$ cat config.mk
export PLATFORM = sky130hd
export DESIGN_NAME = canny_nonmax_suppression_top_flat
export DESIGN_NICKNAME = d
export VERILOG_FILES = /design/src/hw/rtl/nms_pkg.sv /design/src/hw/rtl/nms_if.sv /design/src/hw/rtl/canny_nonmax_suppression_top.sv /design/src/hw/rtl/nms_lane.sv /design/src/hw/rtl/nms_merge.sv /design/src/flat_wrapper.sv
export SDC_FILE = /design/constraint.sdc
export NUM_CORES = 2
export LEC_CHECK = 0
export ABC_AREA = 0
export BUFFER_PORTS_ARGS = -buffer_cell sky130_fd_sc_hd__buf_2
export CAP_MARGIN = 30
export CORE_MARGIN = 2
export CORE_UTILIZATION = 45
export CTS_CLUSTER_SIZE = 30
export DETAILED_ROUTE_END_ITERATION = 6
export GPL_ROUTABILITY_DRIVEN = 1
export GPL_TIMING_DRIVEN = 1
export PLACE_DENSITY_LB_ADDON = 0.3
export SLEW_MARGIN = 20
export SYNTH_ARGS = -nofsm -noshare
export SYNTH_HDL_FRONTEND = slang
export SYNTH_SLANG_ARGS = --single-unit
$ cat constraint.sdc
create_clock -name clk -period 19.35 [get_ports clk]
set_input_delay 2.9025 -clock clk [delete_from_list [all_inputs] [get_ports clk]]
set_output_delay 2.9025 -clock clk [all_outputs]
set_load 0.01 [all_outputs]
$ cat src/hw/rtl/nms_pkg.sv
// ----------------------------------------------------------------------------
// nms_pkg: shared types and constants
// Field widths, direction codes, lane result type and the reset values of
// the two Q2.16 tangent thresholds.
// ----------------------------------------------------------------------------
package nms_pkg;

	localparam int MAG_W     = 16;	// gradient magnitude
	localparam int GRAD_W    = 16;	// signed edge response
	localparam int TAN_W     = 18;	// Q2.16 tangent threshold
	localparam int CODE_W    = 3;
	localparam int CFG_IDX_W = 1;
	localparam int NUM_W     = GRAD_W + 1;		// signed tangent numerator
	localparam int DEN_W     = GRAD_W;			// unsigned denominator, up to 2**15
	localparam int PROD_W    = TAN_W + DEN_W;	// threshold * denominator
	localparam int CMP_W     = PROD_W + 2;		// signed compare width
	localparam int Q16_SH    = 16;

	localparam logic [TAN_W-1:0] LOW_TAN_RST  = TAN_W'(27145);
	localparam logic [TAN_W-1:0] HIGH_TAN_RST = TAN_W'(158217);

	// zero vertical gradient: tangent taken as five
	localparam logic [NUM_W-1:0] NUM_VERT = NUM_W'(5);
	localparam logic [DEN_W-1:0] DEN_ONE  = DEN_W'(1);

	// configuration register indexes
	localparam logic [CFG_IDX_W-1:0] REG_LOW_TAN  = CFG_IDX_W'(0);
	localparam logic [CFG_IDX_W-1:0] REG_HIGH_TAN = CFG_IDX_W'(1);

	typedef logic [CODE_W-1:0] code_t;

	// direction codes
	localparam code_t DIR_LOCAL_MAX = code_t'(0);
	localparam code_t DIR_45        = code_t'(1);
	localparam code_t DIR_90        = code_t'(2);
	localparam code_t DIR_135       = code_t'(3);
	localparam code_t DIR_180       = code_t'(4);
	localparam code_t DIR_225       = code_t'(5);
	localparam code_t DIR_270       = code_t'(6);
	localparam code_t DIR_315       = code_t'(7);

	// which side of a direction lane holds a larger neighbor
	typedef enum logic [1:0] {
		SIDE_NONE,
		SIDE_A,
		SIDE_B
	} side_t;

	// findings of the four direction lanes
	typedef struct packed {
		side_t horiz;
		side_t rising;
		side_t vert;
		side_t falling;
	} lanes_t;

endpackage

$ cat src/hw/rtl/nms_if.sv
// ----------------------------------------------------------------------------
// nms_if: window and result channels
// Valid/ready channels; a transfer happens when both are high at a clock edge.
// ----------------------------------------------------------------------------
interface nms_win_if;
	import nms_pkg::*;

	logic                     valid;
	logic                     ready;
	logic [MAG_W-1:0]         mag_center;
	logic [MAG_W-1:0]         mag_nw;
	logic [MAG_W-1:0]         mag_n;
	logic [MAG_W-1:0]         mag_ne;
	logic [MAG_W-1:0]         mag_w;
	logic [MAG_W-1:0]         mag_e;
	logic [MAG_W-1:0]         mag_sw;
	logic [MAG_W-1:0]         mag_s;
	logic [MAG_W-1:0]         mag_se;
	logic signed [GRAD_W-1:0] grad_horizontal;
	logic signed [GRAD_W-1:0] grad_vertical;

	modport source (
		output valid, mag_center, mag_nw, mag_n, mag_ne, mag_w, mag_e,
			mag_sw, mag_s, mag_se, grad_horizontal, grad_vertical,
		input  ready
	);
	modport sink (
		input  valid, mag_center, mag_nw, mag_n, mag_ne, mag_w, mag_e,
			mag_sw, mag_s, mag_se, grad_horizontal, grad_vertical,
		output ready
	);
endinterface

interface nms_res_if;
	import nms_pkg::*;

	logic             valid;
	logic             ready;
	logic [MAG_W-1:0] kept_magnitude;
	code_t            direction_code;

	modport source (output valid, kept_magnitude, direction_code, input ready);
	modport sink   (input valid, kept_magnitude, direction_code, output ready);
endinterface

$ cat src/hw/rtl/canny_nonmax_suppression_top.sv
// ----------------------------------------------------------------------------
// canny_nonmax_suppression_top: 3x3 non-maximum suppression
// Classifies the gradient direction of each window and keeps the centre
// magnitude only where it is a local maximum.
// ----------------------------------------------------------------------------
// Usage:
//   win  : one 3x3 window of magnitudes plus centre gradients per transfer.
//   res  : one result per window, in order: kept magnitude, direction code.
//   cfg  : write port for the two Q2.16 tangent thresholds (index 0 low,
//          index 1 high); write only while no window is in flight.
// Timing:
//   Three register stages: lane compares and tangent sign/abs, threshold
//   multiply by |v|, range compare and lane merge into the output register.
//   One window per clock sustained while res is ready; the 18x16 threshold
//   multiplier sits in its own stage so each stage holds one multiply or
//   one wide compare.
// Reset:
//   arst_n clears all stage valids and restores the default thresholds
//   (about 0.4142 and 2.4142).
// Stall:
//   Each stage holds while the next is full and blocked; empty stages keep
//   filling, so up to three windows are taken while res is stalled.
// ----------------------------------------------------------------------------
module canny_nonmax_suppression_top (
	input  logic                            clk,
	input  logic                            arst_n,
	nms_win_if.sink                         win,
	nms_res_if.source                       res,
	input  logic                            cfg_we,
	input  logic [nms_pkg::CFG_IDX_W-1:0]   cfg_index,
	input  logic [nms_pkg::TAN_W-1:0]       cfg_data
);
	import nms_pkg::*;

	logic [TAN_W-1:0] low_tan_q, high_tan_q;

	logic ready_s1, ready_s2, ready_s3;
	logic valid_s1, valid_s2, valid_s3;

	side_t side_h, side_r, side_v, side_f;
	logic signed [NUM_W-1:0] num_c;
	logic [DEN_W-1:0]        den_c;

	lanes_t                  lanes_s1, lanes_s2;
	logic [MAG_W-1:0]        center_s1, center_s2;
	logic signed [NUM_W-1:0] num_s1, num_s2;
	logic [DEN_W-1:0]        den_s1;
	logic [PROD_W-1:0]       prod_low_s2, prod_high_s2;

	logic [MAG_W-1:0] kept_c, kept_s3;
	code_t            code_c, code_s3;

	// threshold registers
	always_ff @(posedge clk or negedge arst_n) begin
		if (!arst_n) begin
			low_tan_q  <= LOW_TAN_RST;
			high_tan_q <= HIGH_TAN_RST;
		end else if (cfg_we) begin
			if (cfg_index == REG_LOW_TAN) begin
				low_tan_q <= cfg_data;
			end
			if (cfg_index == REG_HIGH_TAN) begin
				high_tan_q <= cfg_data;
			end
		end
	end

	// stage handshake: a stage takes new data when empty or draining
	assign ready_s3  = !valid_s3 || res.ready;
	assign ready_s2  = !valid_s2 || ready_s3;
	assign ready_s1  = !valid_s1 || ready_s2;
	assign win.ready = ready_s1;

	// direction lanes, side A listed first
	nms_lane u_lane_horiz (
		.c(win.mag_center), .a0(win.mag_w), .a1(win.mag_nw), .a2(win.mag_sw),
		.b0(win.mag_e), .b1(win.mag_ne), .b2(win.mag_se), .side(side_h)
	);
	nms_lane u_lane_rising (
		.c(win.mag_center), .a0(win.mag_ne), .a1(win.mag_n), .a2(win.mag_e),
		.b0(win.mag_sw), .b1(win.mag_s), .b2(win.mag_w), .side(side_r)
	);
	nms_lane u_lane_vert (
		.c(win.mag_center), .a0(win.mag_n), .a1(win.mag_nw), .a2(win.mag_ne),
		.b0(win.mag_s), .b1(win.mag_sw), .b2(win.mag_se), .side(side_v)
	);
	nms_lane u_lane_falling (
		.c(win.mag_center), .a0(win.mag_nw), .a1(win.mag_n), .a2(win.mag_w),
		.b0(win.mag_se), .b1(win.mag_s), .b2(win.mag_e), .side(side_f)
	);

	// tangent as num/den with den positive
	always_comb begin
		if (win.grad_vertical == '0) begin
			num_c = NUM_VERT;
			den_c = DEN_ONE;
		end else if (win.grad_vertical[GRAD_W-1]) begin
			num_c = -NUM_W'(win.grad_horizontal);
			den_c = DEN_W'(-win.grad_vertical);
		end else begin
			num_c = NUM_W'(win.grad_horizontal);
			den_c = DEN_W'(win.grad_vertical);
		end
	end

	// stage 1: lane results and tangent terms
	always_ff @(posedge clk or negedge arst_n) begin
		if (!arst_n) begin
			valid_s1 <= 1'b0;
		end else if (ready_s1) begin
			valid_s1 <= win.valid;
		end
	end

	always_ff @(posedge clk) begin
		if (ready_s1 && win.valid) begin
			lanes_s1  <= '{horiz: side_h, rising: side_r, vert: side_v,
				falling: side_f};
			center_s1 <= win.mag_center;
			num_s1    <= num_c;
			den_s1    <= den_c;
		end
	end

	// stage 2: thresholds scaled by the denominator
	always_ff @(posedge clk or negedge arst_n) begin
		if (!arst_n) begin
			valid_s2 <= 1'b0;
		end else if (ready_s2) begin
			valid_s2 <= valid_s1;
		end
	end

	always_ff @(posedge clk) begin
		if (ready_s2 && valid_s1) begin
			prod_low_s2  <= {{DEN_W{1'b0}}, low_tan_q} * {{TAN_W{1'b0}}, den_s1};
			prod_high_s2 <= {{DEN_W{1'b0}}, high_tan_q} * {{TAN_W{1'b0}}, den_s1};
			lanes_s2     <= lanes_s1;
			center_s2    <= center_s1;
			num_s2       <= num_s1;
		end
	end

	// stage 3: range test and merge into the output register
	nms_merge u_merge (
		.num       (num_s2),
		.prod_low  (prod_low_s2),
		.prod_high (prod_high_s2),
		.lanes     (lanes_s2),
		.center    (center_s2),
		.kept      (kept_c),
		.code      (code_c)
	);

	always_ff @(posedge clk or negedge arst_n) begin
		if (!arst_n) begin
			valid_s3 <= 1'b0;
		end else if (ready_s3) begin
			valid_s3 <= valid_s2;
		end
	end

	always_ff @(posedge clk) begin
		if (ready_s3 && valid_s2) begin
			kept_s3 <= kept_c;
			code_s3 <= code_c;
		end
	end

	assign res.valid          = valid_s3;
	assign res.kept_magnitude = kept_s3;
	assign res.direction_code = code_s3;

`ifndef SYNTHESIS
	// a kept magnitude only comes with the local-maximum code
	a_kept_is_max: assert property (@(posedge clk) disable iff (!arst_n)
		(res.valid && (res.kept_magnitude != '0)) |->
			(res.direction_code == DIR_LOCAL_MAX))
		else $error("kept magnitude with non-maximum direction code");

	// an accepted window lands in stage 1
	a_win_to_s1: assert property (@(posedge clk) disable iff (!arst_n)
		(win.valid && win.ready) |=> valid_s1)
		else $error("accepted window lost before stage 1");

	// stage 2 advancing fills the output register
	a_s2_to_res: assert property (@(posedge clk) disable iff (!arst_n)
		(valid_s2 && ready_s3) |=> res.valid)
		else $error("stage 2 data lost before output");

	// a full, blocked pipeline takes no window
	a_full_blocks: assert property (@(posedge clk) disable iff (!arst_n)
		(res.valid && !res.ready && valid_s2 && valid_s1) |-> !win.ready)
		else $error("window accepted into a full stalled pipeline");
`endif

endmodule

$ cat src/hw/rtl/nms_lane.sv
// ----------------------------------------------------------------------------
// nms_lane: one direction lane
// Checks the centre against the neighbors on both sides of one direction:
// all three of a side larger first, then only the leading neighbor.
// ----------------------------------------------------------------------------
module nms_lane (
	input  logic [nms_pkg::MAG_W-1:0] c,
	input  logic [nms_pkg::MAG_W-1:0] a0,
	input  logic [nms_pkg::MAG_W-1:0] a1,
	input  logic [nms_pkg::MAG_W-1:0] a2,
	input  logic [nms_pkg::MAG_W-1:0] b0,
	input  logic [nms_pkg::MAG_W-1:0] b1,
	input  logic [nms_pkg::MAG_W-1:0] b2,
	output nms_pkg::side_t            side
);
	import nms_pkg::*;

	logic a_all, b_all;

	assign a_all = (c < a0) && (c < a1) && (c < a2);
	assign b_all = (c < b0) && (c < b1) && (c < b2);

	// priority: full side A, full side B, leading A, leading B
	always_comb begin
		if (a_all) begin
			side = SIDE_A;
		end else if (b_all) begin
			side = SIDE_B;
		end else if (c < a0) begin
			side = SIDE_A;
		end else if (c < b0) begin
			side = SIDE_B;
		end else begin
			side = SIDE_NONE;
		end
	end

endmodule

$ cat src/hw/rtl/nms_merge.sv
// ----------------------------------------------------------------------------
// nms_merge: tangent range test and lane merge
// Compares num*2^16 against +/- threshold*den and picks the first lane, in
// horizontal, rising, vertical, falling order, whose range matches and which
// found a larger neighbor.
// ----------------------------------------------------------------------------
module nms_merge (
	input  logic signed [nms_pkg::NUM_W-1:0]  num,
	input  logic [nms_pkg::PROD_W-1:0]        prod_low,
	input  logic [nms_pkg::PROD_W-1:0]        prod_high,
	input  nms_pkg::lanes_t                   lanes,
	input  logic [nms_pkg::MAG_W-1:0]         center,
	output logic [nms_pkg::MAG_W-1:0]         kept,
	output nms_pkg::code_t                    code
);
	import nms_pkg::*;

	logic signed [CMP_W-1:0] a_cmp;
	logic signed [CMP_W-1:0] p_pos, p_neg, q_pos, q_neg;
	logic in_horiz, in_rising, in_vert, in_falling;
	code_t code_h, code_r, code_v, code_f;

	// scaled numerator and signed thresholds
	assign a_cmp = {{(CMP_W-NUM_W-Q16_SH){num[NUM_W-1]}}, num, {Q16_SH{1'b0}}};
	assign p_pos = signed'({2'b00, prod_low});
	assign q_pos = signed'({2'b00, prod_high});
	assign p_neg = -p_pos;
	assign q_neg = -q_pos;

	// tangent ranges
	assign in_horiz   = (a_cmp >= p_neg) && (a_cmp <= p_pos);
	assign in_rising  = (a_cmp > p_pos) && (a_cmp <= q_pos);
	assign in_vert    = (a_cmp > q_pos) || (a_cmp < q_neg);
	assign in_falling = (a_cmp > q_neg) && (a_cmp <= p_neg);

	// lane side to direction code
	always_comb begin
		case (lanes.horiz)
			SIDE_A:  code_h = DIR_180;
			SIDE_B:  code_h = DIR_90;
			default: code_h = DIR_LOCAL_MAX;
		endcase
		case (lanes.rising)
			SIDE_A:  code_r = DIR_45;
			SIDE_B:  code_r = DIR_225;
			default: code_r = DIR_LOCAL_MAX;
		endcase
		case (lanes.vert)
			SIDE_A:  code_v = DIR_90;
			SIDE_B:  code_v = DIR_270;
			default: code_v = DIR_LOCAL_MAX;
		endcase
		case (lanes.falling)
			SIDE_A:  code_f = DIR_135;
			SIDE_B:  code_f = DIR_315;
			default: code_f = DIR_LOCAL_MAX;
		endcase
	end

	// first matching lane with a larger neighbor wins
	always_comb begin
		code = DIR_LOCAL_MAX;
		if (in_horiz) begin
			code = code_h;
		end
		if ((code == DIR_LOCAL_MAX) && in_rising) begin
			code = code_r;
		end
		if ((code == DIR_LOCAL_MAX) && in_vert) begin
			code = code_v;
		end
		if ((code == DIR_LOCAL_MAX) && in_falling) begin
			code = code_f;
		end
	end

	assign kept = (code == DIR_LOCAL_MAX) ? center : '0;

endmodule

$ cat src/flat_wrapper.sv
// flat-port wrapper written by rule: the top's interface ports become plain ports
module canny_nonmax_suppression_top_flat import nms_pkg::*;
  (clk, arst_n, cfg_we, cfg_index, cfg_data, win_valid, win_mag_center, win_mag_nw, win_mag_n, win_mag_ne, win_mag_w, win_mag_e, win_mag_sw, win_mag_s, win_mag_se, win_grad_horizontal, win_grad_vertical, win_ready, res_valid, res_kept_magnitude, res_direction_code, res_ready);
  nms_win_if win_i ();
  nms_res_if res_i ();
  input  logic clk;
  input  logic arst_n;
  input  logic cfg_we;
  input  logic [nms_pkg::CFG_IDX_W-1:0] cfg_index;
  input  logic [nms_pkg::TAN_W-1:0] cfg_data;
  input wire logic [$bits(win_i.valid)-1:0] win_valid;
  input wire logic [$bits(win_i.mag_center)-1:0] win_mag_center;
  input wire logic [$bits(win_i.mag_nw)-1:0] win_mag_nw;
  input wire logic [$bits(win_i.mag_n)-1:0] win_mag_n;
  input wire logic [$bits(win_i.mag_ne)-1:0] win_mag_ne;
  input wire logic [$bits(win_i.mag_w)-1:0] win_mag_w;
  input wire logic [$bits(win_i.mag_e)-1:0] win_mag_e;
  input wire logic [$bits(win_i.mag_sw)-1:0] win_mag_sw;
  input wire logic [$bits(win_i.mag_s)-1:0] win_mag_s;
  input wire logic [$bits(win_i.mag_se)-1:0] win_mag_se;
  input wire logic [$bits(win_i.grad_horizontal)-1:0] win_grad_horizontal;
  input wire logic [$bits(win_i.grad_vertical)-1:0] win_grad_vertical;
  output wire logic [$bits(win_i.ready)-1:0] win_ready;
  output wire logic [$bits(res_i.valid)-1:0] res_valid;
  output wire logic [$bits(res_i.kept_magnitude)-1:0] res_kept_magnitude;
  output wire logic [$bits(res_i.direction_code)-1:0] res_direction_code;
  input wire logic [$bits(res_i.ready)-1:0] res_ready;
  assign win_i.valid = win_valid;
  assign win_i.mag_center = win_mag_center;
  assign win_i.mag_nw = win_mag_nw;
  assign win_i.mag_n = win_mag_n;
  assign win_i.mag_ne = win_mag_ne;
  assign win_i.mag_w = win_mag_w;
  assign win_i.mag_e = win_mag_e;
  assign win_i.mag_sw = win_mag_sw;
  assign win_i.mag_s = win_mag_s;
  assign win_i.mag_se = win_mag_se;
  assign win_i.grad_horizontal = win_grad_horizontal;
  assign win_i.grad_vertical = win_grad_vertical;
  assign win_ready = win_i.ready;
  assign res_valid = res_i.valid;
  assign res_kept_magnitude = res_i.kept_magnitude;
  assign res_direction_code = res_i.direction_code;
  assign res_i.ready = res_ready;
  canny_nonmax_suppression_top u_core (.clk(clk), .arst_n(arst_n), .win(win_i), .res(res_i), .cfg_we(cfg_we), .cfg_index(cfg_index), .cfg_data(cfg_data));
endmodule
== Yosys cells after proc, flatten, opt, wreduce, memory -nomap -nowiden ==
Cells that the tools add are included.
W data, S select, Z words.
Storage, ports and cells
  register bits after elaboration: 224
  latch bits: 0
  memory bits (writable): 0
  bits in read-only memories: 0
  word-level logic and storage cells: 115
  memories kept: 0
Operators by class
  add/subtract/negate cells: 4
  multipliers: 2
  div/mod/pow operators: 0
  $lt $le $gt $ge: 16
  equal/unequal tests: 8
  shifts and indexed selects: 0
  multiplexer cells: 22
  bitwise gates (word level): 2
  reductions and logical operators: 38
Operators by type and width (count)
  $lt A16 B16 Y1: 8
  $neg A34 Y36: 2
  $gt A33 B35 Y1: 2
  $le A33 B35 Y1: 2
  $mul A18 B16 Y34: 2
  $ge A33 B36 Y1: 1
  $gt A33 B36 Y1: 1
  $le A33 B36 Y1: 1
  $lt A33 B36 Y1: 1
  $mux W2: 12
  $pmux W3 S2: 4
  $logic_and A1 B1 Y1: 23
  $mux W17: 1
  $neg A16 Y17: 1
  $logic_not A16 Y1: 1
  $neg A16 Y16: 1
  $mux W15: 1
  $logic_not A3 Y1: 4
  $mux W3: 4
  $eq A2 B1 Y1 const B: 4
  $eq A2 B2 Y1 const B: 4
  $logic_or A1 B1 Y1: 4
  $reduce_and A2 Y1: 2
  $logic_not A1 Y1: 3
  other kinds (2): 3

== Depth between registers and ports, before layout ==
  depth in word-level cells: 14
  gate-level depth with buffers: 25
  mapped depth without buffers: 23

== By module ==
From an unflattened synthesis, not the netlist that was laid out.
Unflattened totals
  cells, all modules: 4328
  area, all modules: 39253.9 um^2
By module, submodules not included
  canny_nonmax_suppression_top: times used 1, cells each 2660, area each 27045.9 um^2
  nms_lane at u_core.u_lane_falling ...: times used 3, cells each 308, area each 2225.9 um^2
  nms_merge: times used 1, cells each 438, area each 3284.4 um^2
  nms_lane at u_core.u_lane_vert: times used 1, cells each 306, area each 2245.9 um^2

== Worst setup path after synthesis ==
Ideal clock, no wire load.
  path kind: register to register
  start: reg u_core.high_tan_q[14]
  end: reg u_core.prod_high_s2[33] (data pin)
  setup time: 0.260 ns
  data arrival time: 6.298 ns
  required time: 19.090 ns
  setup slack: 12.792 ns
  cell stages (with the launch flop): 26
  buffers on the path: 3
  path through: dfstp_2 -> clkbuf_1 -> clkbuf_1 -> nand2_1 -> fa_1 -> inv_1 -> fa_1 -> inv_1 -> fa_1 -> inv_1 -> fa_1 -> inv_1 -> fa_1 -> inv_1 -> fa_1 -> ha_1 -> clkbuf_1 -> o21ai_0 -> o21ai_0 -> a22oi_1 -> a31oi_1 -> a41o_1 -> a2111o_1 -> a21o_1 -> a21oi_1 -> xnor2_1
On the way
  longest elaborated chain between the ends: 1
Ends and longest elaborated chain
  start, declared: RTL line canny_nonmax_suppression_top.sv:35  | logic [TAN_W-1:0] low_tan_q, high_tan_q;
  start signal, assigned: RTL line canny_nonmax_suppression_top.sv:63  | high_tan_q <= cfg_data;
  $mul A18 B16 Y34: RTL line canny_nonmax_suppression_top.sv:137  | prod_high_s2 <= {{DEN_W{1'b0}}, high_tan_q} * {{TAN_W{1'b0}}, den_s1};
  end signal, assigned: RTL line canny_nonmax_suppression_top.sv:137
  end, declared: RTL line canny_nonmax_suppression_top.sv:48  | logic [PROD_W-1:0] prod_low_s2, prod_high_s2;
No other way between the ends.
A chain may end at the register's enable or synchronous reset.

== Worst setup path after layout ==
  start: reg u_core.prod_high_s2[6]
  end: reg u_core.kept_s3[0] (netlist: u_core.res.kept_magnitude[0]) (data pin)
On the way
  longest elaborated chain between the ends: 11
Ends and longest elaborated chain
  branches (longest 9 deep; another with $neg A34 Y36)
  $mux W3 (*): RTL line nms_merge.sv:72  | if ((code == DIR_LOCAL_MAX) && in_falling) begin
  $logic_not A3 Y1 (*): RTL line nms_merge.sv:77  | assign kept = (code == DIR_LOCAL_MAX) ? center : '0;
  end signal, assigned: RTL line canny_nonmax_suppression_top.sv:165  | kept_s3 <= kept_c;
  end, declared: RTL line canny_nonmax_suppression_top.sv:50  | logic [MAG_W-1:0] kept_c, kept_s3;
Every way passes the cells marked *.

==> results_dict.tcl <==
set metrics [dict create \
    hpwl_um 62500 \
    die_h_um 273 \
    cts_buffers 27 \
    slew_headroom_pct 37.3 \
    postRouteAntennaNets 0 \
    drc 0 \
    cp.required_ns 19.63 \
    synth-compound-area-share_pct 8.33 \
    synthXorXnorAreaFrac_pct 2.96 \
    syn_nets 4450 \
    synth_top_family_by_area "adder cells" \
    grt_pass1_vias 24234 \
    port_buffers 220 \
    layout-drive-gt1-share_pct 10.6 \
    cpMaxStageDelayCell "a2111oi_0" \
    skew_ns 0.0448 \
    synth-simple-area-share_pct 14.6 \
    setup_tns_ns 0 \
    grt_setup_unrepaired "no" \
    synth_flop_cell "edfxtp_1" \
    cp-end-kind "register" \
    final-hold-violation-count 0 \
    initial_core_util_pct 45.4 \
    avgViaCountPerCell 5.22 \
    fmaxAchievable_mhz 133 \
    drtPass1Iterations 5 \
    ios 221 \
    clock_latency_ns 0.61 \
    grt_max_degree 63 \
    grt.total_usage_pct 22.0 \
    grt_overflow 0 \
    post_cts_resized 0 \
    vias 23670 \
    post-route-period-util_pct 38.7 \
    yosys.area.top_type_share_pct 27.4 \
    die_w_um 273 \
    dieArea_sq_um 74300 \
    yosys.area_share.adder_pct 43.4 \
    worst_slew_pin_slew_ns 0.917 \
    postCtsHoldBufs 0 \
    synthDistinctLibCells 78 \
    fin_nets 4613 \
    path_class "register to register" \
    syn_area_sq_um 32500 \
    wl_um 79100 \
    tritoncts "done" \
    synth_top_area_cell "fa_1" \
    maxCapViolCount 0 \
    ys_warn_count 0 \
    synth_edf_count 185 \
    slew_viol_final 0 \
    ys_seq_area_share_pct 20.2 \
    syn_to_final_growth_pct 9.23 \
    hold_path.class "register to register" \
    ys_seq_elements 224 \
    muxShareOfSynthArea_pct 1.41 \
    grt_antenna_before_repair 10 \
    critPathMaxStageDelay_ns 0.80 \
    startpoint_type "register" \
    ctsHtreeMaxLevel 1 \
    core_sq_um 71500 \
    root_buffer "clkbuf_16" \
    setup_viol 0 \
    cp.arrival_ns 7.78 \
    core.rowCount 98 \
    clock-sinks 224 \
    cp_max_fo 17 \
    outcome "finished clean" \
    place.gp.congestion 0.892 \
    grt_pass1_wl_um 130000 \
    fillers 6663 \
    clk_path_buf_depth 3 \
    clk_pin_slew_worst_paths_ns 0.06 \
    cts_setup_buffers 0 \
    min_period_ns 7.50 \
    syn_inst 3391 \
    netlist_top_cells_area "fa_1 27%, edfxtp_1 17%, ha_1 16%" \
    ys_async_sr_fraction_pct 17.4 \
    drt_iter0_markers 1250 \
    path_cells "nor4_1 -> nand4_1 -> nor4_1 -> nand3_1 -> or4_1 -> nor4_2 -> nand4_1 -> o21ai_0 -> nand2b_1 -> ha_1 -> nand4_1 -> nor3_1 -> o211ai_1 -> a2111oi_0 -> nor2_1 -> nor3_1 -> a211oi_1 -> o41ai_4 -> nor4_1" \
    avgRoutedWirePerCell_um 17.4 \
    post_synth.cell_area_avg_sq_um 9.58 \
]
registers in the layout (all words and copies together) (netlist names), 16 cells and up:
name,flops
u_core.prod_high_s2,34
u_core.prod_low_s2,34
u_core.high_tan_q,18
u_core.low_tan_q,18
u_core.num_s1,17
u_core.num_s2,17
u_core.center_s1,16
u_core.center_s2,16
u_core.den_s1,16
u_core.res.kept_magnitude,16
cells in the final DEF, fill, tap and decap left out, drive strengths merged, types with 62 or more instances in the layout:
master,instances
a21o,62
a21oi,91
and2,220
buf,248
edfxtp,185
fa,444
ha,415
inv,682
nand2,435
nor2,90
o21ai,80
xnor2,85
critical path, delay by kind of cell, from the launching register on:
| family | cells | cell delay [ns] |
|---|---|---|
| AOI/OAI and AO/OA | 5 | 2.23 |
| adders and majority gates | 1 | 0.29 |
| DFF | 1 | 0.36 |
| and+or+nand+nor | 13 | 4.33 |
kinds of logic (layout without fill, tap and decap cells):
logic type | count (synthesis) | in the layout
AND/OR/NAND/NOR | 964 | 964
adder cells (fa/ha/maj) | 859 | 859
buffers and inverters | 792 | 976
AO/OA/AOI/OAI | 402 | 402
flip-flops | 224 | 224
XOR/XNOR | 109 | 109
multiplexers | 41 | 41
other | 0 | 10
synthesized netlist by cell type (4+ instances only):
library cell / n
buf_2: 4
a21o_1: 62
nor3_1: 35
nand4_1: 20
nor2_1: 90
a31oi_1: 10
and3_1: 6
nand2_1: 435
inv_1: 678
a2111oi_0: 7
dfstp_2: 13
nor4_1: 30
mux2_2: 38
o41ai_1: 4
or2_2: 10
xnor2_1: 84
o31ai_1: 12
xor2_1: 24
nand2b_1: 31
o21bai_1: 17
or3_1: 12
and4_1: 9
clkbuf_1: 108
o21a_1: 18
nand3_1: 31
edfxtp_1: 185
o22ai_1: 4
nor2b_1: 13
a31o_2: 5
or4_1: 9
a41oi_1: 7
a211o_1: 6
a211oi_1: 28
and2_1: 220
o211ai_1: 11
o31a_1: 5
a21oi_1: 91
dfrtp_1: 26
o21ai_0: 79
ha_1: 415
fa_1: 444
final timing paths:
check                           cells after the start  slack (ns)                      endpoint              startpoint
max in group asynchronous                           2       16.50          u_core.low_tan_q[16]                  arst_n
worst min register to register                      0        0.42           u_core.center_s2[7]     u_core.center_s1[7]
min in group asynchronous                           2        2.40           u_core.low_tan_q[2]                  arst_n
worst max-delay path                               19       11.86  u_core.res.kept_magnitude[0]  u_core.prod_high_s2[6]
worst max register to register                     19       11.86  u_core.res.kept_magnitude[0]  u_core.prod_high_s2[6]
worst min-delay path                                0        0.42           u_core.center_s2[7]     u_core.center_s1[7]
area by class of cell:
type / count / area (sq um) / area share, %
inverters: 678 / 2540 / 7.17
well taps: 950 / 1190 / 3.35
diodes: 10 / 25.0 / 0.0705
clock buffers: 36 / 753 / 2.12
repair buffers: 248 / 1320 / 3.71
clock inverters: 14 / 139 / 0.392
flip-flops and latches: 224 / 6550 / 18.5
multi-input cells: 2375 / 23000 / 64.7
stage by stage:
stage | cells | util (%) | hold slack, ns | setup slack, ns | cell area, sq um
2_1_floorplan | 3391 | - | 0.400 | 12.79 | 32500
3_3_place_gp | 4471 | 48.3 | 0.401 | 12.28 | 34500
3_5_place_dp | 4474 | 48.3 | 0.405 | 12.00 | 34500
4_1_cts | 4524 | 49.6 | 0.420 | 11.97 | 35400
5_1_grt | 4535 | 49.6 | 0.426 | 11.23 | 35500
6_report | 4535 | 49.6 | 0.417 | 11.86 | 35500
routing by layer:
layer  vias up  track usage (%)  share of wire, %
met1     11694             30.7                45
li1      11258                -                 -
met5         -                0                 0
met3       109             3.24               6.0
met4         0             7.04               3.3
met2       609             35.2                46
Power is not shown: default switching activity piles up to over one toggle a cycle in this logic, so the estimate is an artifact.
